<file path="config.mk">
export PLATFORM = sky130hd
export DESIGN_NAME = ute_queue
export DESIGN_NICKNAME = d
export VERILOG_FILES = /design/src/sv/ute_pkg.sv /design/src/sv/ute_queue.sv
export SDC_FILE = /design/constraint.sdc
export NUM_CORES = 1
export LEC_CHECK = 0
export BUFFER_PORTS_ARGS = -buffer_cell sky130_fd_sc_hd__buf_2
export CORE_MARGIN = 1.5
export CORE_UTILIZATION = 28
export CTS_CLUSTER_DIAMETER = 200
export DETAILED_ROUTE_END_ITERATION = 7
export MAX_ROUTING_LAYER = met4
export PLACE_DENSITY = 0.54
export SLEW_MARGIN = 20
export SYNTH_ARGS = -nofsm -noshare
export SYNTH_HDL_FRONTEND = slang
export SYNTH_SLANG_ARGS = --single-unit
export TNS_END_PERCENT = 1
</file>
<file path="constraint.sdc">
create_clock -name clock -period 6.2 [get_ports clock]
set_input_delay 1.24 -clock clock [delete_from_list [all_inputs] [get_ports clock]]
set_output_delay 1.24 -clock clock [all_outputs]
set_load 0.05 [all_outputs]
</file>
<file path="src/sv/ute_pkg.sv">
// Shared types, constants and helper functions of the UUID text encoder.
// Used by every module of the block; depends on nothing else.
package ute_pkg;

   typedef enum logic [1:0] {
      FMT_HEX_DASH = 2'd0,
      FMT_HEX      = 2'd1,
      FMT_B62      = 2'd2,
      FMT_B62_HASH = 2'd3
   } text_format_type;

   localparam int CSR_ADDR_W = 3;
   localparam int CSR_DATA_W = 32;
   localparam logic REG_TEXT_FORMAT = 1'b0;   // register index bit of paddr

   localparam int HALF_W     = 64;
   localparam int HEX_W      = 2 * HALF_W;
   localparam int DIGIT_W    = 6;
   localparam int B62_DIGITS = 11;
   localparam int B62_W      = B62_DIGITS * DIGIT_W;
   localparam int ENTRY_W    = 2 * B62_W;
   localparam int CHUNK_W    = 22;
   localparam int NUM_CHUNKS = 3;
   localparam int VAL_W      = CHUNK_W * NUM_CHUNKS;
   localparam int DIV_IN_W   = DIGIT_W + CHUNK_W;
   localparam int RECIP_W    = 29;
   localparam int RECIP_SH   = 34;
   localparam logic [RECIP_W-1:0] RECIP62 = 29'd277094664;   // floor(2^34 / 62)
   localparam logic [DIV_IN_W-1:0] BASE62 = 28'd62;

   localparam int POS_W     = 6;
   localparam int LEN_DASH  = 36;
   localparam int LEN_HEX   = 32;
   localparam int LEN_B62   = 2 * B62_DIGITS;
   localparam logic [7:0] ASCII_DASH = 8'h2D;

   typedef struct packed {
      logic [HALF_W-1:0] uuid_high;
      logic [HALF_W-1:0] uuid_low;
   } req_type;

   typedef struct packed {
      logic [7:0] text_char;
      logic       last_char;
   } rsp_type;

   // Hex entries use the low 128 bits; base62 entries hold 22 digits, first digit on top.
   typedef struct packed {
      text_format_type    fmt;
      logic [ENTRY_W-1:0] data;
   } entry_type;

   typedef struct packed {
      logic [CHUNK_W-1:0] quot;
      logic [DIGIT_W-1:0] rem;
   } div_type;

   // Divides a remainder-and-chunk value (below 62 * 2^22) by 62.
   function automatic div_type div62_step(input logic [DIV_IN_W-1:0] x);
      logic [DIV_IN_W+RECIP_W-1:0] prod;
      logic [CHUNK_W-1:0]          q;
      logic [DIV_IN_W-1:0]         rm;
      div_type                     res;
      prod = (DIV_IN_W+RECIP_W)'(x) * (DIV_IN_W+RECIP_W)'(RECIP62);
      q    = prod[RECIP_SH +: CHUNK_W];
      rm   = x - (({DIGIT_W'(0), q} << 6) - ({DIGIT_W'(0), q} << 1));
      // The reciprocal estimate is at most one short.
      if (rm >= BASE62) begin
         q  = q + 1'b1;
         rm = rm - BASE62;
      end
      res.quot = q;
      res.rem  = rm[DIGIT_W-1:0];
      return res;
   endfunction

   function automatic logic [7:0] digit_ascii(input logic [DIGIT_W-1:0] d);
      logic [7:0] c;
      if (d < 6'd10) begin
         c = 8'h30 + {2'b00, d};
      end else if (d < 6'd36) begin
         c = 8'h61 + {2'b00, d} - 8'd10;
      end else begin
         c = 8'h41 + {2'b00, d} - 8'd36;
      end
      return c;
   endfunction

endpackage

</file>
<file path="src/sv/ute_queue.sv">
// Small queue of encoded entries between the front end and the character serializer.
// Depends on ute_pkg.
module ute_queue
   import ute_pkg::*;
#(
   parameter int DEPTH = 2   // 2 to 16
) (
   input  logic      clock,
   input  logic      reset,
   input  logic      push,
   input  entry_type push_entry,
   output logic      full,
   input  logic      pop,
   output entry_type head,
   output logic      empty
);

   localparam int PTR_W = $clog2(DEPTH);
   localparam int CNT_W = $clog2(DEPTH + 1);

   entry_type        slots [DEPTH];
   logic [PTR_W-1:0] wr_ff, wr_in, rd_ff, rd_in;
   logic [CNT_W-1:0] count_ff, count_in;
   logic             do_push, do_pop;

   assign full    = (count_ff == CNT_W'(DEPTH));
   assign empty   = (count_ff == '0);
   assign do_push = push && !full;
   assign do_pop  = pop && !empty;
   assign head    = slots[rd_ff];

   always_comb begin
      wr_in    = wr_ff;
      rd_in    = rd_ff;
      count_in = count_ff;
      if (do_push) begin
         wr_in = (wr_ff == PTR_W'(DEPTH - 1)) ? '0 : wr_ff + 1'b1;
      end
      if (do_pop) begin
         rd_in = (rd_ff == PTR_W'(DEPTH - 1)) ? '0 : rd_ff + 1'b1;
      end
      if (do_push && !do_pop) begin
         count_in = count_ff + 1'b1;
      end else if (do_pop && !do_push) begin
         count_in = count_ff - 1'b1;
      end
   end

   always_ff @(posedge clock) begin
      if (reset) begin
         wr_ff    <= '0;
         rd_ff    <= '0;
         count_ff <= '0;
      end else begin
         wr_ff    <= wr_in;
         rd_ff    <= rd_in;
         count_ff <= count_in;
      end
      if (do_push) begin
         slots[wr_ff] <= push_entry;
      end
   end

endmodule

</file>
# --- Word level (Yosys, flattened, before mapping) ---
# Memory sizes are Yosys's and may differ from the RTL's. A register that Yosys moved wholly into a read port is not among the register bits.
# Index checks and enable logic that the tools add are counted.
# Widths: inputs -> output; s select.
op_classes:
  addsub: 4
  n_eq_ne: 1
  n_mux: 8
  n_reduce_logical: 10
ops:
  columns: ["cell", "count"]
  rows:
  - ["$mux 1", 6]
  - ["$logic_and 1x1->1", 4]
  - ["$logic_not 1->1", 4]
  - ["$mux 2", 2]
  - ["$add 1x1->1 const B", 2]
  - ["$add 2x1->2 const B", 1]
  - ["$eq 2x2->1 const B", 1]
  - ["$logic_not 2->1", 1]
  - ["$reduce_bool 2->1", 1]
  - ["$sub 2x1->2 const B", 1]
word_totals:
  regBits: 4
  inputBits: 138
  mem_bits_rw: 268
  mem_count: 1
  output_inout_bits: 136
  wordCells: 27
mem_list:
  columns: ["memory", "words", "width", "read_ports", "rd_ports_with_merged_regs", "write_ports", "line", "source"]
  rows:
  - ["slots", 2, 134, 1, 1, 1, "ute_queue.sv:21", "entry_type slots [DEPTH];"]

# --- Depth between registers and ports, before layout ---
# Gate-level depths: netlist of the first run.
logic_depth:
  depth_word: 7
  depth_mapped: 6
  mapped_depth_nobuf: 6

# --- Worst setup path after synthesis of the first run ---
# Ideal clock, no wire load.
synth_path:
  path_type: "input port to flip-flop"
  from: "in push"
  to: "mem slots[1][0] in the netlist's numbering (enable)"
  t_required_ns: 5.690
  path_slack_ns: 1.177
  t_arrival_ns: 4.513
  n_path_buf: 0
  setup_time_ns: 0.510
  path_stages: 3
  cell_sequence: "inv_1 > nor2_1 > and2_1"
synth_between:
  elab_chain_len: 3
synth_lines:
  columns: ["item", "line", "source"]
  rows:
  - ["from (decl)", "ute_queue.sv:10", "input logic push,"]
  - ["$logic_and 1x1->1", "ute_queue.sv:28", "assign do_push = push && !full;"]
  - ["named net do_push", "ute_queue.sv:24", "logic do_push, do_pop;"]
  - ["$mux 1", "ute_queue.sv:59", "if (do_push) begin"]
  - ["$mux 1 (not written as such)", "ute_queue.sv:60", "slots[wr_ff] <= push_entry;"]
  - ["to (decl)", "ute_queue.sv:21", null]
# The timed path passes the listed nets, and every way through them passes these cells.

==> run metrics, run 1 <==
status=completed; NumNets Final=876; reg2reg setup slack=between 3000 and 4000 ps; hold buffers post-CTS=0; Antenna Nets Post-Route=0; Post-Syn Instances=about 440; Setup Crit Path Kind=reg2out; Tot GR Track Use=between 10% and 20%; WHS Endpoint=wr_ff$_SDFFE_PP0P_; GR Overflow Total=0; crit path max fanout=83; global-route wire length before repair=roughly 29000 um; drt wl/cell=16.60 um; die footprint=about 0.037 mm2; minimum clock period=4002 ps; unrepaired setup endpoints after global routing=false; Synth Net Count=around 580; reg2reg end=slots[0][100]$_DFFE_PP_; Total Power=approximately 6.3 mW; CP required=approximately 5000 ps; most common cell after layout, fill and taps aside=buf_2; synthesized area=slightly above 0.01 mm2; worst slew pin tran=873.7 ps; setup bufs post-CTS=0; via count=5024; register bit total from synthesis=about 270; drt total wl=~20000 um; Rows=69; I/O Buffers=roughly 270; Residual DRC=0; Final TNS setup=0 ps; Worst VDD drop=0.2880 mV; origin of the worst min-delay path=wr_ff$_SDFFE_PP0P_; final period utilization=between 60 and 70%; Cell variety after synth=15; most frequent cells in the layout=273 x buf_2, 268 x edfxtp_1, 74 x mux2_2, 60 x mux2_4, 31 x clkbuf_16; YS warnings=0; num ports=about 270; Seq/Total Area, Yosys=between 80% and 90%; fin. max-slew vios=0; crit start category=register; P_leak=slightly below 5 nW; initial antenna violation count=2; Critical R2R Launch=count_ff[0]$_SDFFE_PP0P_; Crit. End Element=output pin; vias in the first global route=a little over 5k; Rel. slew slack=41.75%; final worst clock skew=10.63 ps; Inserted Clock Buffers=30; DP HPWL=~13000 um; Top delay family on crit path=flip-flops; Area Growth Syn to Fin=27.77%; largest cells by area after synthesis=edfxtp_1 79%, mux2_4 8.9%, mux2_2 8.2%; Initial DRC Count=roughly 150; Hold Path Cell Cnt=2; largest net degree at the start of global routing=between 80 and 90; Buf/Inv on CP=2; H-Tree Depth=1; share of layout cells above drive strength 1=~60%; Die X-Extent=193.2 um; crit-path max cell delay=900 ps; Yosys top cell by area=edfxtp_1; die height=about 190 um; clk root buf=clkbuf_16; post_cts resized=0; Placer Congestion=approximately 0.67; Reg2Reg Depth=4; Clock Path Buffers=3; vias per cell=4.111; crit path DAT=between 2000 and 3000 ps; Synth top area share=between 70 and 80%; CTS tree=built; Initial Util=roughly 28%; cell chain of the critical path=buf_12 > mux2_2 > buf_2; Cell Pwr Density=~480 mW/mm2; synthesized area per cell=22.91 um2; Setup violations, final=0; hold crit path type=reg2reg; fmax=~250 MHz; core area=~0.036 mm2; slowest CP cell=dfxtp_4; Max-Cap Viols=0; clock-pin slew on the worst setup and hold paths=about 60 ps; Fin. Hold Viols=0; Clock Sinks=between 200 and 300; clk_lat worst skew=approximately 550 ps; DR pass1 iterations=4
worst register-to-register path, delay by kind of cell (launching register included):
kind,cells,cell delay [ps]
buffers and inverters,2,1190
flip-flops,1,430
AND/OR/NAND/NOR,2,490
cell usage after synthesis:
cell type	n
ha_1	1
nor2b_2	1
buf_6	8
buf_2	7
a21oi_1	2
or3_1	2
mux2_2	74
edfxtp_1	268
nor2_1	5
xor2_1	3
and2_1	1
mux2_4	60
o21ai_0	3
dfxtp_1	5
inv_1	2
logic make-up (layout without fill, tap and decap cells):
logic type / Yosys count / count (layout) / synth area share (%)
other: 0 / 2 / 0
AOI/OAI and AO/OA: 5 / 5 / 0.2471
buffers and inverters: 17 / 334 / 1.310
xor gates and xnor gates: 3 / 3 / 0.2596
muxes: 134 / 134 / 17.13
DFF: 273 / 273 / 80.47
adders and majority gates: 1 / 1 / 0.1236
and+or+nand+nor: 9 / 9 / 0.4573
power by group:
part           total (mW)  switching [mW]  leakage, nW  internal (mW)
sequential           2.43           0.110         2.54           2.32
clock                1.67           0.679        0.448          0.991
combinational        2.15            1.52         1.86          0.629
registers in the layout, indices dropped and copies added (netlist names), named ones only:
register / cells
slots: 268
count_ff: 2
rd_ff: 1
wr_ff: 1
area by class of cell:
cell class                      instances  area [um2]
Antenna cell                            2       5.005
Clock buffer                           40       809.5
Clock inverter                         14       117.6
Fill cell                            3413       22630
Inverter                                2       12.51
Multi-Input combinational cell        152        1847
Sequential cell                       273        8152
Tap cell                              461       576.8
Timing Repair Buffer                  278        1416
layer usage:
layer / global-route usage, % / up-vias / wire length [um]
met5: - / - / 0
met4: 3.846 / 0 / 430
met3: 3.620 / 27 / 1773
met2: 16.47 / 182 / 9741
met1: 12.47 / 2453 / 8335
li1: - / 2362 / -
worst max-delay path by stage:
stage	to	cells past startpoint
2_1_floorplan	slots[1][0]$_DFFE_PP_	3
3_3_place_gp	head[8]	3
3_5_place_dp	head[8]	3
4_1_cts	head[8]	3
5_1_grt	head[8]	3
6_report	head[17]	3
stage by stage:
stage / cells / util, % / setup slack [ps] / hold WS [ps] / cell area [um2]
floorplan: 442 / - / 1177 / 451.6 / 10120
global placement: 1166 / 33.75 / 2721 / 473.2 / 12000
detailed placement: 1166 / 33.75 / 2724 / 493.0 / 12000
CTS: 1220 / 36.36 / 2121 / 508.5 / 12930
global route: 1222 / 36.37 / 2072 / 528.6 / 12940
finish: 1222 / 36.37 / 2198 / 500.0 / 12940
No activity file was read; power rests on OpenSTA's default activity.
==> run 2, diff against run 1 <==
Clock period 6.2 ns to 3.8 ns, I/O delays scaled along.
==> run 2 against run 1 <==
Critical path type unchanged. Utilization up 0.43 points. Clock power is 71% higher. Non-clock buffer count is 5 higher. Final cell count is 0.49% higher. Clock-buffer cell count grew 2. Combinational power increased by 67%. Routed wire length shrank 1.2%. Hold slack got worse by 90 ps. Register-to-register slack lost 2000 ps. Sequential share of layout area decreased by 0.74 points. Via count is 0.60% higher.
==> run metrics, run 2 (synthesized netlist as in run 1, its figures left out) <==
global-route wire length before repair=~30000 um; Fin. Hold Viols=0; Clock Sinks=between 200 and 300; Crit. End Element=output pin; vias in the first global route=~5.3k; final instance area=approximately 0.013 mm2; CP required=between 3000 and 4000 ps; Final TNS setup=0 ps; minimum clock period=between 2000 and 3000 ps; final period utilization=between 70% and 80%; drt wl/cell=~16 um; final worst clock skew=~8.7 ps; CTS tree=built; NumNets Final=880; Cell Pwr Density=about 790 mW/mm2; most common cell after layout, fill and taps aside=buf_2; vias per cell=4.116; Top Registers=slots: 268 flops, count_ff: 2 flops; clk_lat worst skew=approximately 530 ps; die footprint=roughly 0.037 mm2; crit start category=register; Initial DRC Count=approximately 190; Setup Crit Path Kind=reg2out; hold crit path type=in2reg; unrepaired setup endpoints after global routing=false; status=completed; core area=approximately 0.036 mm2; Area Growth Syn to Fin=29.29%; hold buffers post-CTS=0; Residual DRC=0; setup bufs post-CTS=0; Inserted Clock Buffers=29; Rows=just under 70; crit path max fanout=39; Max-Cap Viols=0; fmax=334.6 MHz; crit path DAT=roughly 2200 ps; Die X-Extent=between 150 and 200 um; H-Tree Depth=1; largest net degree at the start of global routing=81; Rel. slew slack=between 50% and 60%; final core occ=a little under two fifths; worst slew pin tran=approximately 650 ps; Initial Util=~28%; P_leak=between 4 and 5 nW; Clock Path Buffers=3; Placer Congestion=around 0.70; clock-pin slew on the worst setup and hold paths=approximately 60 ps; Worst VDD drop=0.4888 mV; share of layout cells above drive strength 1=approximately three fifths; GR Overflow Total=0; fin. max-slew vios=0; total placed instance area=between 0.01 and 0.015 mm2; DR pass1 iterations=4; post_cts resized=0; DP HPWL=roughly 13000 um; max reg flops=around 270; drt total wl=around 20000 um; num ports=approximately 270; Tot GR Track Use=10.51%; clk root buf=clkbuf_16; die height=between 150 and 200 um; Antenna Nets Post-Route=0; WHS=409.9 ps; via count=5054; I/O Buffers=273; Setup violations, final=0; initial antenna violation count=4; Biggest register=slots; most frequent cells in the layout=273 x buf_2, 268 x edfxtp_1, 74 x mux2_2, 60 x mux2_4, 29 x clkbuf_16
-- run 2: cell count changes in the layout (fill, tap and decap cells not counted) --
cell / delta
buf_12: +5
bufinv_16: +3
clkbuf_1: +2
clkbuf_16: -2
clkbuf_8: +2
clkinv_1: -5
clkinvlp_4: -1
diode_2: +2
-- run 2: area by class of cell --
class	instances	area, um2
fillers	3353	22480
flip-flops and latches	273	8152
multi-input cells	152	1847
repair buffers	283	1516
clock buffers	42	794.5
well taps	461	576.8
clock inverters	11	181.4
inverters	2	12.51
diodes	4	10.01
-- run 2: stage by stage --
step                power, mW  setup WS (ps)  std cells
global route            10.86          661.2       1228
global placement        7.646           1304       1171
floorplan               6.882         -448.9        442
CTS                     10.59          688.2       1224
finish                  10.39          811.8       1228
detailed placement      7.664           1285       1171
-- run 2: worst max-delay path, stage by stage (launching register included) --
cell     delay [ps]
dfxtp_4         770
buf_4           340
mux2_2          360
buf_2           210
-- run 2: path summary, 6_finish.rpt --
kind	start	endpoint	slack [ps]	cells after the start
worst max-delay path	register	head[124]	810	3
worst min-delay path	push_entry[82]	slots[0][82]$_DFFE_PP_	410	1
worst max register to register	count_ff[1]$_SDFFE_PP0P_	slots[0][73]$_DFFE_PP_	1790	4
worst min register to register	wr_ff$_SDFFE_PP0P_	wr_ff$_SDFFE_PP0P_	490	2
-- run 2: power by group --
part           leakage, nW  switching [mW]  internal (mW)
clock                0.474            1.08           1.78
combinational         1.90            2.51           1.08
sequential            2.54           0.157           3.78
total                 4.92            3.75           6.64
-- run 2: per-layer routing --
| layer | part of all wire (%) | global-route usage [%] |
|---|---|---|
| met5 | 0 | - |
| met1 | 41 | 12.36 |
| met2 | 47 | 16.92 |
| met4 | 2.4 | 2.781 |
| met3 | 8.8 | 3.910 |
==> run 3, diff against run 2 <==
Clock period 3.8 ns to 2.95 ns, I/O delays scaled along.
==> run 3 against run 2 <==
Setup slack got worse by 570 ps. Clock skew grew 4.4 ps. Final cell count increased by 0.98%. Combinational power is 32% higher. Global-route usage about the same. Utilization grew 0.070 points. Register-to-register slack got worse by 780 ps.
==> run metrics, run 3 (synthesized netlist as in run 1, its figures left out) <==
Antenna Nets Post-Route=0; met3 routed WL=about 1900 um; Initial Util=about 28%; Setup violations, final=0; die height=roughly 190 um; clk_lat worst skew=around 540 ps; worst slew pin tran=around 580 ps; DR pass1 iterations=6; Fin. Hold Viols=0; I/O Buffers=273; hold buffers post-CTS=0; Cell Pwr Density=1006 mW/mm2; Rel. slew slack=approximately three fifths; pre-CTS WS=between 700 and 800 ps; Crit. End Element=output pin; CTS tree=built; post_cts resized=0; status=completed; Worst VDD drop=roughly 0.66 mV; Initial DRC Count=approximately 160; Total Power=approximately 13 mW; Clock Sinks=between 200 and 300; Tot GR Track Use=between 10% and 20%; Sw Pwr=~4.9 mW; Area Growth Syn to Fin=29.54%; clock-pin slew on the worst setup and hold paths=60 ps; NumNets Final=around 900; die footprint=around 0.037 mm2; final instance area=approximately 0.013 mm2; minimum clock period=2709 ps; Die X-Extent=between 150 and 200 um; global-route wire length before repair=29010 um; highest routed layer=met4; CP required=about 2400 ps; DP HPWL=around 14000 um; Setup Crit Path Kind=reg2out; most common cell after layout, fill and taps aside=buf_2; crit start category=register; final worst clock skew=13.14 ps; most frequent cells in the layout=273 x buf_2, 268 x edfxtp_1, 74 x mux2_2, 60 x mux2_4, 29 x clkbuf_16; vias in the first global route=between 5k and 6k; min setup slack post-route=~240 ps; Top Registers=slots: 268 flops, count_ff: 2 flops; Biggest register=slots; Inserted Clock Buffers=29; vias per cell=just over 4; fmax=between 300 and 400 MHz; Sw Share=around 37%; Placer Congestion=a little over 0.7; initial antenna violation count=6; clk root buf=clkbuf_16; power share of the sequential group=38.4%; Clock Path Buffers=3; core area=about 0.036 mm2; final core occ=roughly 37%; met2 routed wirelength=between 9000 and 10000 um; crit path max fanout=29; total placed instance area=around 0.012 mm2; # placed instances=about 1.2k; hold crit path type=in2reg; largest net degree at the start of global routing=69; max reg flops=268; unrepaired setup endpoints after global routing=false; final period utilization=around 92%; fin. max-slew vios=0; Residual DRC=0; Max-Cap Viols=0; H-Tree Depth=1; clock power share=between 20% and 30%; Comb power frac=36.0%; setup bufs post-CTS=0; drt total wl=~20000 um; M1 WL=about 8400 um; via count=between 5k and 6k; P_leak=4.945 nW; Rows=69; non-filler cells, final=between 1k and 1.5k; P_int=about 8.3 mW; GR Overflow Total=0; share of layout cells above drive strength 1=roughly 61%; Final TNS setup=0 ps; WHS=239.6 ps; crit path DAT=about 2100 ps; num ports=274; drt wl/cell=between 15 and 20 um
## run 3: cell count changes in the layout (fill, tap and decap cells not counted), sizes merged
cell	delta
buf	+9
clkbuf	-10
diode	+3
clkinvlp	+2
bufinv	-3
clkinv	+11
## run 3: power groups by stage
stage / Combinational [mW] / Sequential, mW / Clock [mW]
floorplan: 3.77 / 5.09 / 0
global placement: 4.81 / 5.15 / 0
detailed placement: 4.83 / 5.16 / 0
CTS: 4.84 / 5.08 / 3.50
global route: 4.99 / 5.11 / 3.67
finish: 4.75 / 5.06 / 3.38
## run 3: area by class of cell
type                            instances  area (um2)
Clock buffer                           32       737.0
Clock inverter                         21       151.4
Timing Repair Buffer                  292        1622
Inverter                                2       12.51
Antenna cell                            7       17.52
Fill cell                            3382       22450
Multi-Input combinational cell        152        1847
Tap cell                              461       576.8
Sequential cell                       273        8152
## run 3: final timing paths
check                                               from                 endpoint  slack [ps]  depth (start not counted)
worst min-delay path                     push_entry[117]  slots[0][117]$_DFFE_PP_         240                          1
worst min register to register        wr_ff$_SDFFE_PP0P_       wr_ff$_SDFFE_PP0P_         500                          2
worst max register to register  count_ff[0]$_SDFFE_PP0P_   slots[0][58]$_DFFE_PP_        1010                          4
worst max-delay path                            register                 head[97]         240                          3
## run 3: worst max-delay path, stage by stage, from the launching register on
cell     delay, ps
dfxtp_4        720
buf_12         300
mux2_4         320
buf_2          210
## run 3: routing by layer
| layer | vias up | global-route usage, % |
|---|---|---|
| met3 | 30 | 4.036 |
| met2 | 180 | 16.65 |
| met1 | 2481 | 12.45 |
| met5 | - | - |
| li1 | 2384 | - |
| met4 | 0 | 2.899 |
