[config.mk]
export PLATFORM = sky130hd
export DESIGN_NAME = ute_back
export DESIGN_NICKNAME = d
export VERILOG_FILES = /design/src/sv/ute_pkg.sv /design/src/sv/ute_back.sv
export SDC_FILE = /design/constraint.sdc
export NUM_CORES = 1
export LEC_CHECK = 0
export BUFFER_PORTS_ARGS = -buffer_cell sky130_fd_sc_hd__buf_2
export CAP_MARGIN = 20
export CORE_MARGIN = 2
export CORE_UTILIZATION = 52
export CTS_CLUSTER_SIZE = 16
export DETAILED_ROUTE_END_ITERATION = 6
export PLACE_DENSITY_LB_ADDON = 0.2
export SLEW_MARGIN = 20
export SYNTH_ARGS = -nofsm -noshare
export SYNTH_HDL_FRONTEND = slang
export SYNTH_SLANG_ARGS = --single-unit
[constraint.sdc]
create_clock -name clock -period 17.2 [get_ports clock]
set_input_delay 1.72 -clock clock [delete_from_list [all_inputs] [get_ports clock]]
set_output_delay 1.72 -clock clock [all_outputs]
set_load 0.02 [all_outputs]
[src/sv/ute_pkg.sv]
// Shared types, constants and helper functions of the UUID text encoder.
// Used by every module of the block; depends on nothing else.
package ute_pkg;

   typedef enum logic [1:0] {
      FMT_HEX_DASH = 2'd0,
      FMT_HEX      = 2'd1,
      FMT_B62      = 2'd2,
      FMT_B62_HASH = 2'd3
   } text_format_type;

   localparam int CSR_ADDR_W = 3;
   localparam int CSR_DATA_W = 32;
   localparam logic REG_TEXT_FORMAT = 1'b0;   // register index bit of paddr

   localparam int HALF_W     = 64;
   localparam int HEX_W      = 2 * HALF_W;
   localparam int DIGIT_W    = 6;
   localparam int B62_DIGITS = 11;
   localparam int B62_W      = B62_DIGITS * DIGIT_W;
   localparam int ENTRY_W    = 2 * B62_W;
   localparam int CHUNK_W    = 22;
   localparam int NUM_CHUNKS = 3;
   localparam int VAL_W      = CHUNK_W * NUM_CHUNKS;
   localparam int DIV_IN_W   = DIGIT_W + CHUNK_W;
   localparam int RECIP_W    = 29;
   localparam int RECIP_SH   = 34;
   localparam logic [RECIP_W-1:0] RECIP62 = 29'd277094664;   // floor(2^34 / 62)
   localparam logic [DIV_IN_W-1:0] BASE62 = 28'd62;

   localparam int POS_W     = 6;
   localparam int LEN_DASH  = 36;
   localparam int LEN_HEX   = 32;
   localparam int LEN_B62   = 2 * B62_DIGITS;
   localparam logic [7:0] ASCII_DASH = 8'h2D;

   typedef struct packed {
      logic [HALF_W-1:0] uuid_high;
      logic [HALF_W-1:0] uuid_low;
   } req_type;

   typedef struct packed {
      logic [7:0] text_char;
      logic       last_char;
   } rsp_type;

   // Hex entries use the low 128 bits; base62 entries hold 22 digits, first digit on top.
   typedef struct packed {
      text_format_type    fmt;
      logic [ENTRY_W-1:0] data;
   } entry_type;

   typedef struct packed {
      logic [CHUNK_W-1:0] quot;
      logic [DIGIT_W-1:0] rem;
   } div_type;

   // Divides a remainder-and-chunk value (below 62 * 2^22) by 62.
   function automatic div_type div62_step(input logic [DIV_IN_W-1:0] x);
      logic [DIV_IN_W+RECIP_W-1:0] prod;
      logic [CHUNK_W-1:0]          q;
      logic [DIV_IN_W-1:0]         rm;
      div_type                     res;
      prod = (DIV_IN_W+RECIP_W)'(x) * (DIV_IN_W+RECIP_W)'(RECIP62);
      q    = prod[RECIP_SH +: CHUNK_W];
      rm   = x - (({DIGIT_W'(0), q} << 6) - ({DIGIT_W'(0), q} << 1));
      // The reciprocal estimate is at most one short.
      if (rm >= BASE62) begin
         q  = q + 1'b1;
         rm = rm - BASE62;
      end
      res.quot = q;
      res.rem  = rm[DIGIT_W-1:0];
      return res;
   endfunction

   function automatic logic [7:0] digit_ascii(input logic [DIGIT_W-1:0] d);
      logic [7:0] c;
      if (d < 6'd10) begin
         c = 8'h30 + {2'b00, d};
      end else if (d < 6'd36) begin
         c = 8'h61 + {2'b00, d} - 8'd10;
      end else begin
         c = 8'h41 + {2'b00, d} - 8'd36;
      end
      return c;
   endfunction

endpackage

[src/sv/ute_back.sv]
// Back end: walks a queued entry, one character per unstalled cycle into the output register.
// Depends on ute_pkg.
module ute_back
   import ute_pkg::*;
(
   input  logic      clock,
   input  logic      reset,
   input  entry_type q_head,
   input  logic      q_empty,
   output logic      q_pop,
   output logic      rsp_empty,
   input  logic      rsp_pop,
   output rsp_type   rsp_data
);

   logic             active_ff, active_in;
   logic [POS_W-1:0] pos_ff, pos_in;
   entry_type        cur_ff;
   logic             out_valid_ff, out_valid_in;
   rsp_type          out_ff, out_in;
   logic             advance, emit, load, last_pos, dash;
   logic [4:0]       nib_idx, dig_idx;
   logic [POS_W-1:0] nib_pos;
   logic [HEX_W-1:0]   hex_sh;
   logic [ENTRY_W-1:0] dig_sh;
   logic [7:0]       char_val;

   // Character selection for the current position.
   always_comb begin
      dash    = 1'b0;
      nib_pos = pos_ff;
      if (cur_ff.fmt == FMT_HEX_DASH) begin
         dash = (pos_ff == 6'd8) || (pos_ff == 6'd13) || (pos_ff == 6'd18) || (pos_ff == 6'd23);
         if (pos_ff > 6'd23) begin
            nib_pos = pos_ff - 6'd4;
         end else if (pos_ff > 6'd18) begin
            nib_pos = pos_ff - 6'd3;
         end else if (pos_ff > 6'd13) begin
            nib_pos = pos_ff - 6'd2;
         end else if (pos_ff > 6'd8) begin
            nib_pos = pos_ff - 6'd1;
         end
      end
      nib_idx = nib_pos[4:0];
      hex_sh  = cur_ff.data[HEX_W-1:0] << {nib_idx, 2'b00};

      // The hashable form lists the first half's digits least significant first.
      if ((cur_ff.fmt == FMT_B62_HASH) && (pos_ff < 6'(B62_DIGITS))) begin
         dig_idx = 5'(B62_DIGITS - 1) - pos_ff[4:0];
      end else begin
         dig_idx = pos_ff[4:0];
      end
      dig_sh = cur_ff.data << (({4'b0, dig_idx} << 2) + ({4'b0, dig_idx} << 1));

      case (cur_ff.fmt)
         FMT_HEX_DASH: begin
            last_pos = (pos_ff == 6'(LEN_DASH - 1));
            char_val = dash ? ASCII_DASH : digit_ascii({2'b00, hex_sh[HEX_W-1 -: 4]});
         end
         FMT_HEX: begin
            last_pos = (pos_ff == 6'(LEN_HEX - 1));
            char_val = digit_ascii({2'b00, hex_sh[HEX_W-1 -: 4]});
         end
         FMT_B62, FMT_B62_HASH: begin
            last_pos = (pos_ff == 6'(LEN_B62 - 1));
            char_val = digit_ascii(dig_sh[ENTRY_W-1 -: DIGIT_W]);
         end
         default: begin
            last_pos = 1'b1;
            char_val = '0;
         end
      endcase
   end

   assign advance = !out_valid_ff || rsp_pop;
   assign emit    = active_ff && advance;
   assign load    = advance && (!active_ff || last_pos) && !q_empty;
   assign q_pop   = load;

   always_comb begin
      active_in    = active_ff;
      pos_in       = pos_ff;
      out_valid_in = out_valid_ff;
      out_in       = out_ff;
      if (emit) begin
         out_valid_in     = 1'b1;
         out_in.text_char = char_val;
         out_in.last_char = last_pos;
         pos_in           = pos_ff + 1'b1;
         if (last_pos) begin
            active_in = 1'b0;
         end
      end else if (advance) begin
         out_valid_in = 1'b0;
      end
      if (load) begin
         active_in = 1'b1;
         pos_in    = '0;
      end
   end

   always_ff @(posedge clock) begin
      if (reset) begin
         active_ff    <= 1'b0;
         pos_ff       <= '0;
         out_valid_ff <= 1'b0;
      end else begin
         active_ff    <= active_in;
         pos_ff       <= pos_in;
         out_valid_ff <= out_valid_in;
      end
      out_ff <= out_in;
      if (load) begin
         cur_ff <= q_head;
      end
   end

   assign rsp_empty = !out_valid_ff;
   assign rsp_data  = out_ff;

endmodule

### Word level (Yosys, flattened, before mapping)

Index checks and enable logic that the tools add are counted.
Widths: inputs -> output; s select.

* $add $sub $neg: 17
* order comparisons: 9
* equal/unequal tests: 10
* shift-type cells: 2
* mux-type cells: 19
* reduce and logical (&&, ||, !) cells: 19

Operators with widths (number)
* $shl 132x8->132: 1
* $shl 128x7->128: 1
* $mux 8: 5
* $mux 5: 6
* $eq 6x5->1 const B: 4
* $pmux 8 s3: 1
* $add 7x4->8 const A: 2
* $add 7x6->8 const A: 2
* $sub 8x4->8 const B: 2
* $sub 8x6->8 const B: 2
* $eq 6x4->1 const B: 2
* $gt 6x4->1 const B: 2
* $gt 6x5->1 const B: 2
* $lt 6x4->1 const B: 2
* $sub 5x2->5 const B: 2
* $add 7x6->8: 1
* $add 6x4->7 const A: 1
* $add 6x6->7 const A: 1
* $add 6x1->6 const B: 1
* $eq 6x6->1 const B: 1
* $lt 4x6->1 const B: 1
* $lt 6x6->1 const B: 1
* $mux 1: 6
* $reduce_bool 2->1: 3
* 13 further kinds: 24

* register bits: 151
* bits of input ports: 138
* output and inout bits: 11
* logic and storage cells: 83

### Longest topological paths before layout

Gate-level depths: netlist (run 1).

* word-level depth: 13
* mapped depth: 26
* gate-level depth less buffers: 24

### Worst setup path after synthesis (run 1)

OpenSTA, ideal clock, no wires.

* path type: input -> output
* start point: input rsp_pop
* end point: output q_pop
* arrival time: 5.059 ns
* data required time: 15.480 ns
* setup slack: 10.421 ns
* stages on the path: 3
* path buffers: 0
* path through: nor2_1 > nor2_1 > o21a_1

* word-level cells in the longest chain between the ends: 3

RTL lines
* from (decl): line ute_back.sv:12 `input logic rsp_pop,`
* $logic_or 1x1->1: line ute_back.sv:75 `assign advance = !out_valid_ff || rsp_pop;`
* $logic_and 1x1->1 (2 in series): line ute_back.sv:77 `assign load = advance && (!active_ff || last_pos) && !q_empty;`
* to (decl): line ute_back.sv:10 `output logic q_pop,`

Every way passes these cells.

### Worst setup path after layout (run 1)

* start point: register pos_ff[0]
* end point: register out_ff, in the netlist rsp_data[5], data pin

* word-level cells in the longest chain between the ends: 13
* elaborated cells between the ends (all ways): 48
* classes of those cells: 16 x add/sub; 9 x order compare; 4 x eq/ne; 2 x shift; 13 x mux; 4 x reduce/logical

RTL lines
* from (decl): line ute_back.sv:17 `logic [POS_W-1:0] pos_ff, pos_in;`
* from (signal assigned): line ute_back.sv:109 `pos_ff <= pos_in;`
* branches (longest 12 deep; another with $add 7x6->8)
* $pmux 8 s3 *: line ute_back.sv:55 `case (cur_ff.fmt)`
* net char_val[4]: line ute_back.sv:26 `logic [7:0] char_val;`
* to (signal assigned): line ute_back.sv:112 `out_ff <= out_in;`
* to (decl): line ute_back.sv:20 `rsp_type out_ff, out_in;`

Mark *: on every way through the listed nets, which the timed path passes.
A chain may end at the register's enable or synchronous reset.

==> run summary, run 1 <==
DRT
----------------------------------------------------------------------------------------
Antenna viol nets, final ..................................................            0
Wirelength per Cell .......................................................      23.5 um
Detailed Routing Iterations Pass 1 ........................................            5
DRC violations left .......................................................            0
DRC violation total after the first TritonRoute iteration .................         1161
Via-per-instance ratio ....................................................         6.87
Vias post-DR ..............................................................         8851
Post-Route WL .............................................................      30.3 mm

YOSYS
----------------------------------------------------------------------------------------
Total nets after synthesis ................................................         1047
Number of warnings issued by yosys ........................................            0
Post-synthesis cell area ..................................................  11100 sq um
EDFF count, synth .........................................................          143
Ys flop type ..............................................................     edfxtp_1
Leading cell types by total area after synthesis .......................... edfxtp_1 (39%), mux4_2 (23%), mux2i_1 (3.7%)
Biggest area consumer among synthesized cells .............................     edfxtp_1
Synth Area per Inst .......................................................   12.6 sq um
Number of register bits inferred by synthesis .............................          151
Area share of the largest cell type after synthesis .......................        38.5%
Async set or reset register ratio after synthesis .........................           0%
Proportion of synthesized chip area in sequential cells ...................        40.0%
Syn Inst Count ............................................................          884
Number of unique standard cell types used by synthesis ....................           83

GLOBAL ROUTING
----------------------------------------------------------------------------------------
Global Route Usage Sum ....................................................        27.3%
Largest net degree at the start of global routing .........................           74
Total congestion overflow .................................................            0
Via count of the first global-routing pass ................................         8176
Global-route wire length before repair ....................................      47.0 mm
Antenna violations before repair ..........................................            0

SETUP PATH
----------------------------------------------------------------------------------------
Critical path class .......................................................      reg2reg
Reg-to-Reg Start ..........................................................    pos_ff[0]
Req. time, crit path ......................................................     17.39 ns
Startpoint types ..........................................................         flop
Kind of end point of the critical path ....................................         flop
Start point of the critical path ..........................................    pos_ff[0]
Arrival time of the worst setup path ......................................      7.74 ns
Max Fanout on Critical Path ...............................................           67

CLOCK NETWORK
----------------------------------------------------------------------------------------
Post-CTS Hold Fix Bufs ....................................................            0
Root buffer cell ..........................................................    clkbuf_16
Count of H-tree levels built during CTS ...................................            4
Longest Clk Path Bufs .....................................................            2
Clock latency at the later pin of the worst-skew pair .....................      0.44 ns
Number of buffers inserted to repair setup after CTS ......................            0
CTS tree ..................................................................          yes
Num CTS Buffers ...........................................................           17
Number of resized instances in the post-cts repair step ...................            0
Clock-pin transition on the worst setup and hold timing paths .............      0.07 ns
Number of clock sinks .....................................................          151

HOLD PATH
----------------------------------------------------------------------------------------
Hold Startpoint ...........................................................    active_ff
Hold Crit Class ...........................................................      reg2reg

PLACE
----------------------------------------------------------------------------------------
Total half-perimeter wirelength after legalization and detailed placement .      21.2 mm
Final weighted congestion of routability-driven global placement ..........        0.913
Cell total after placement ................................................         1256
Number of port buffers ....................................................          148
Pre-CTS setup slack .......................................................      9.81 ns

RUN
----------------------------------------------------------------------------------------
Max Cap Viol ..............................................................            0

TIMING
----------------------------------------------------------------------------------------
Final Slew Violations .....................................................            0
Setup skew after layout ...................................................   0.00996 ns
Tmin final ................................................................      7.55 ns
RSZ-0062 raised after global routing ......................................           no
Worst hold-check slack ....................................................     0.504 ns
Slew Limit Headroom .......................................................        24.8%
Worst setup slack after layout ............................................      9.65 ns
Final period util .........................................................        43.9%
Final setup violation count ...............................................            0
Number of hold violations in the final report .............................            0
Slew at the pin with the worst max-slew slack .............................      1.12 ns
Final-layout setup total negative slack ...................................         0 ns
Peak clock frequency supported by timing ..................................    0.133 GHz

FLOORPLAN
----------------------------------------------------------------------------------------
Floorplan core area .......................................................  21000 sq um
Die Ht ....................................................................       150 um
Area of the die ...........................................................  22600 sq um
Overall die width .........................................................       150 um
# rows ....................................................................           53
Initial standard-cell utilization of the core .............................        53.0%
Number of top-level design ports ..........................................          149

FINAL LAYOUT
----------------------------------------------------------------------------------------
Fin cells .................................................................         1288
Count of nets after finishing .............................................         1163
Synth-to-Final Area Change ................................................        13.9%
Count of inserted antenna diode cells .....................................            0
Share of layout cells above drive strength 1 ..............................        34.6%

POWER AND IR DROP
----------------------------------------------------------------------------------------
Pwr/cell area ............................................................. 92.7 nW/um^2
Worst VDD drop ............................................................      66.1 uV
Leak ......................................................................      4.62 nW

RUN STATUS
----------------------------------------------------------------------------------------
Run status ................................................................ complete, no violations

per-layer routing:
layer	global-route usage [%]	vias up	routed length, um
met5	0	-	0
met3	6.21	56	3120
met2	40.5	577	13900
met4	8.21	0	680
met1	40.3	4326	12600
li1	-	3892	-
final timing paths:
path,to,slack [ns],depth (start not counted)
max reg2reg,rsp_data[5],9.65,17
min reg2reg,out_valid_ff,0.50,2
min,out_valid_ff,0.50,2
max,rsp_data[5],9.65,17
flip-flops by register name, indices dropped and copies added, names as in the netlist:
name,count
active_ff,1
pos_ff,6
out_valid_ff,1
cur_ff,134
rsp_data,9
worst max-delay path: stages (launching register included):
cell and delay (ns):
dfxtp_4 0.64, buf_4 0.79, inv_1 0.15, ha_1 0.40, o21ai_0 0.43, ha_4 0.21
inv_1 0.05, fa_2 1.25, inv_1 0.30, or4_1 0.60, or2_2 0.30, o31ai_1 0.65
inv_1 0.17, ha_1 0.29, a21bo_1 0.39, o221ai_1 0.20, xnor2_1 0.16, a22o_1 0.23
where the power goes:
part           switching [mW]  internal [mW]
Clock                   0.165          0.233
Sequential             0.0300          0.434
Combinational           0.154          0.159
cell usage in the layout (no fill, tap or decap), drive strengths merged, types with 9 or more instances in the layout:
master,instances
buf,166
a221oi,12
o21ai,36
a221o,11
nand3,17
mux2i,42
inv,33
clkbuf,18
o211ai,12
a21oi,39
nor2,31
a22oi,20
nand2,96
o31ai,11
mux2,12
ha,24
edfxtp,143
xnor2,15
mux4,112
o2111ai,9
cell usage after synthesis (all sizes together) (12+ instances only):
cell,instances
o211ai,12
clkbuf,18
xnor2,15
ha,24
mux2,12
nand2,96
mux2i,42
mux4,112
a22oi,20
buf,51
edfxtp,143
a221oi,12
nor2,31
inv,27
nand3,17
a21oi,39
o21ai,36
cell type report:
class	count	area, sq um
Multi-Input combinational cell	637	6290
Clock buffer	18	429
Inverter	27	101
Clock inverter	14	190
Tap cell	275	344
Fill cell	1636	8340
Timing Repair Buffer	166	876
Sequential cell	151	4460
kinds of logic (layout without fill, tap and decap cells):
group	Yosys count	in the layout	synth area share (%)
AO/OA/AOI/OAI	231	231	15.4
XOR/XNOR	18	18	1.58
adder cells (fa/ha/maj)	25	25	2.87
buffers and inverters	96	225	3.98
flip-flops	151	151	40.0
multiplexers	166	166	27.7
AND/OR/NAND/NOR	197	197	8.53
through the flow:
stage | power, mW | area, sq um | utilization (%)
2_1_floorplan | 0.701 | 11100 | -
3_3_place_gp | 0.775 | 12100 | 57.4
3_5_place_dp | 0.779 | 12100 | 57.4
4_1_cts | 1.18 | 12700 | 60.3
5_1_grt | 1.22 | 12700 | 60.3
6_report | 1.18 | 12700 | 60.3
Note: power is estimated with default switching activity, not from simulation.
==> run 2: changes to the inputs <==
==> constraint.sdc (replaced) <==
create_clock -name clock -period 7.48 [get_ports clock]
set_input_delay 0.748 -clock clock [delete_from_list [all_inputs] [get_ports clock]]
set_output_delay 0.748 -clock clock [all_outputs]
set_load 0.02 [all_outputs]
==> run 2 against run 1 <==
  * Sequential share of layout area down 0.11 points
  * Global-route usage up 1.2 points
  * Critical path depth unchanged
  * Critical path type unchanged
  * Largest cell class unchanged
==> run summary, run 2 (synthesized netlist as in run 1, its figures left out) <==
CLOCK NETWORK
----------------------------------------------------------------------------------------
Number of buffers inserted to repair setup after CTS ......................            0   unchanged
CTS tree ..................................................................          yes
Clock-pin transition on the worst setup and hold timing paths .............      0.08 ns   about the same
Count of H-tree levels built during CTS ...................................            4   unchanged
Root buffer cell ..........................................................    clkbuf_16
Num CTS Buffers ...........................................................           17   unchanged
Number of resized instances in the post-cts repair step ...................            0   unchanged
Clock latency at the later pin of the worst-skew pair .....................      0.45 ns   about the same
Post-CTS Hold Fix Bufs ....................................................            0   unchanged
Longest Clk Path Bufs .....................................................            2   unchanged
Number of clock sinks .....................................................          151   unchanged

POWER AND IR DROP
----------------------------------------------------------------------------------------
Worst VDD drop ............................................................       176 uV   +170%
Overall power consumption .................................................      2.69 mW   +130%
Pwr/cell area .............................................................  211 nW/um^2   +130%
Leak ......................................................................      4.64 nW   +0.50%

FLOORPLAN
----------------------------------------------------------------------------------------
Die Ht ....................................................................       150 um   unchanged
Initial standard-cell utilization of the core .............................        53.0%   unchanged
# rows ....................................................................           53   unchanged
Area of the die ...........................................................  22600 sq um   unchanged
Overall die width .........................................................       150 um   unchanged
Number of top-level design ports ..........................................          149   unchanged
Floorplan core area .......................................................  21000 sq um   unchanged

SETUP PATH
----------------------------------------------------------------------------------------
Critical path class .......................................................      reg2reg
Kind of end point of the critical path ....................................         flop
Arrival time of the worst setup path ......................................      6.50 ns   -1.24 ns
List of cells traversed by the critical path .............................. inv_1 -> ha_1 -> a211o_1 -> o21ai_0 -> ha_4 -> inv_1 -> fa_2 -> inv_1 -> or4_1 -> or2_2 -> o31ai_1 -> inv_1 -> ha_1 -> a21bo_1 -> o221ai_1 -> xnor2_1 -> a22o_1
Most frequent cell on the critical path ...................................        inv_1
Req. time, crit path ......................................................      7.66 ns   -9.73 ns
Critical path's largest stage delay .......................................      0.81 ns   -0.44 ns
Crit path max-delay cell type .............................................         fa_2
Startpoint types ..........................................................         flop
Max Fanout on Critical Path ...............................................           12   -82%
R2r setup slk .............................................................      1.16 ns   -8.49 ns

FINAL LAYOUT
----------------------------------------------------------------------------------------
Final core utilization ....................................................        60.5%   +0.20 points
Count of inserted antenna diode cells .....................................            0   unchanged
Count of nets after finishing .............................................         1166   +0.26%
Max FFs per register ......................................................          134   unchanged
Filler Cells Inserted .....................................................         1640   +0.24%
Commonest non-fill, non-tap cell in the layout ............................        buf_2
Most used cells in the layout excluding fill and tap cells ................ buf_2 (148), edfxtp_1 (143), mux4_2 (112)
Register name with the most flops .........................................       cur_ff
Share of layout cells above drive strength 1 ..............................        34.8%   +0.19 points
Synth-to-Final Area Change ................................................        14.2%
Final instance area .......................................................  12700 sq um   +0.33%
Fin cells .................................................................         1291   +0.23%

DRT
----------------------------------------------------------------------------------------
Vias post-DR ..............................................................         8911   +0.68%
DRC violations left .......................................................            0   unchanged
Via-per-instance ratio ....................................................         6.90   +0.44%
Detailed Routing Iterations Pass 1 ........................................            5   unchanged
Antenna viol nets, final ..................................................            0   unchanged
Post-Route WL .............................................................      31.2 mm   +2.8%
Wirelength per Cell .......................................................      24.2 um   +2.6%
DRC violation total after the first TritonRoute iteration .................         1210   +4.2%

TIMING
----------------------------------------------------------------------------------------
Slew Limit Headroom .......................................................        33.6%   +8.8 points
Final period util .........................................................        84.4%   +41 points
Final-layout setup total negative slack ...................................         0 ns   unchanged
Final setup violation count ...............................................            0   unchanged
Setup skew after layout ...................................................    0.0204 ns   +0.0105 ns
Slew at the pin with the worst max-slew slack .............................     0.995 ns   -0.129 ns
Worst setup slack after layout ............................................      1.16 ns   -8.49 ns
Tmin final ................................................................      6.32 ns   -1.23 ns
Peak clock frequency supported by timing ..................................    0.158 GHz   +19%
RSZ-0062 raised after global routing ......................................           no
Number of hold violations in the final report .............................            0   unchanged
Final Slew Violations .....................................................            0   unchanged
Worst hold-check slack ....................................................     0.471 ns   -0.0329 ns

GLOBAL ROUTING
----------------------------------------------------------------------------------------
Global-route wire length before repair ....................................      49.0 mm   +4.2%
Total congestion overflow .................................................            0   unchanged
Global Route Usage Sum ....................................................        28.5%   +1.2 points
Antenna violations before repair ..........................................            0   unchanged
Via count of the first global-routing pass ................................         8586   +5.0%
Largest net degree at the start of global routing .........................           61   -18%

PLACE
----------------------------------------------------------------------------------------
Pre-CTS setup slack .......................................................      1.20 ns   -8.61 ns
Number of port buffers ....................................................          148   unchanged
Cell total after placement ................................................         1258   +0.16%
Cell area after placement .................................................  12100 sq um   +0.24%
Total half-perimeter wirelength after legalization and detailed placement .      21.7 mm   +2.5%
Final weighted congestion of routability-driven global placement ..........        0.963   +5.4%

HOLD PATH
----------------------------------------------------------------------------------------
Hold Crit Class ...........................................................       in2reg

RUN STATUS
----------------------------------------------------------------------------------------
Run status ................................................................ complete, no violations

RUN
----------------------------------------------------------------------------------------
Max Cap Viol ..............................................................            0   unchanged

==> run 2: cell types whose count changed in the layout (fill, tap and decap cells not counted), sizes merged <==
cell / delta
buf: +3
bufinv: -1
clkinv: +1
clkinvlp: -1
inv: +1
==> run 2: path summary, 6_finish.rpt <==
path,end,depth (start not counted),startpoint
setup / recovery,rsp_data[5],17,pos_ff[2]
setup reg to reg,rsp_data[5],17,pos_ff[2]
hold / removal,cur_ff[107],1,q_head[107]
hold reg to reg,out_valid_ff,2,active_ff
==> run 2: where the power goes <==
| part | internal (mW) | switching (mW) |
|---|---|---|
| registers | 0.998 | 0.0734 |
| clock network | 0.507 | 0.386 |
| logic | 0.370 | 0.352 |
| total | 1.87 | 0.811 |
==> run 2: cell type report <==
cell class,instances,area (sq um),area share [%]
timing repair buffer,169,918,7.22
sequential,151,4460,35.0
multi-input combinational,637,6300,49.5
inverter,27,101,0.796
tap,275,344,2.70
clock buffer,18,429,3.37
clock inverter,14,180,1.42
==> run 2: worst max-delay path, delay by kind of cell, from the launching register on <==
kind / cells / cell delay [ns]
AO/OA/AOI/OAI: 6 / 2.25
flip-flops: 1 / 0.50
buffers and inverters: 4 / 0.68
XOR/XNOR: 1 / 0.16
AND/OR/NAND/NOR: 2 / 0.88
adder cells (fa/ha/maj): 4 / 1.59
==> run 2: per-layer routing <==
layer  vias to the layer above  share of wire, %  track usage (%)
met5                         -                 0                0
met4                         0               2.6             10.0
met3                        76                11             5.82
met2                       636                45             42.5
met1                      4312                41             41.8
li1                       3887                 -                -
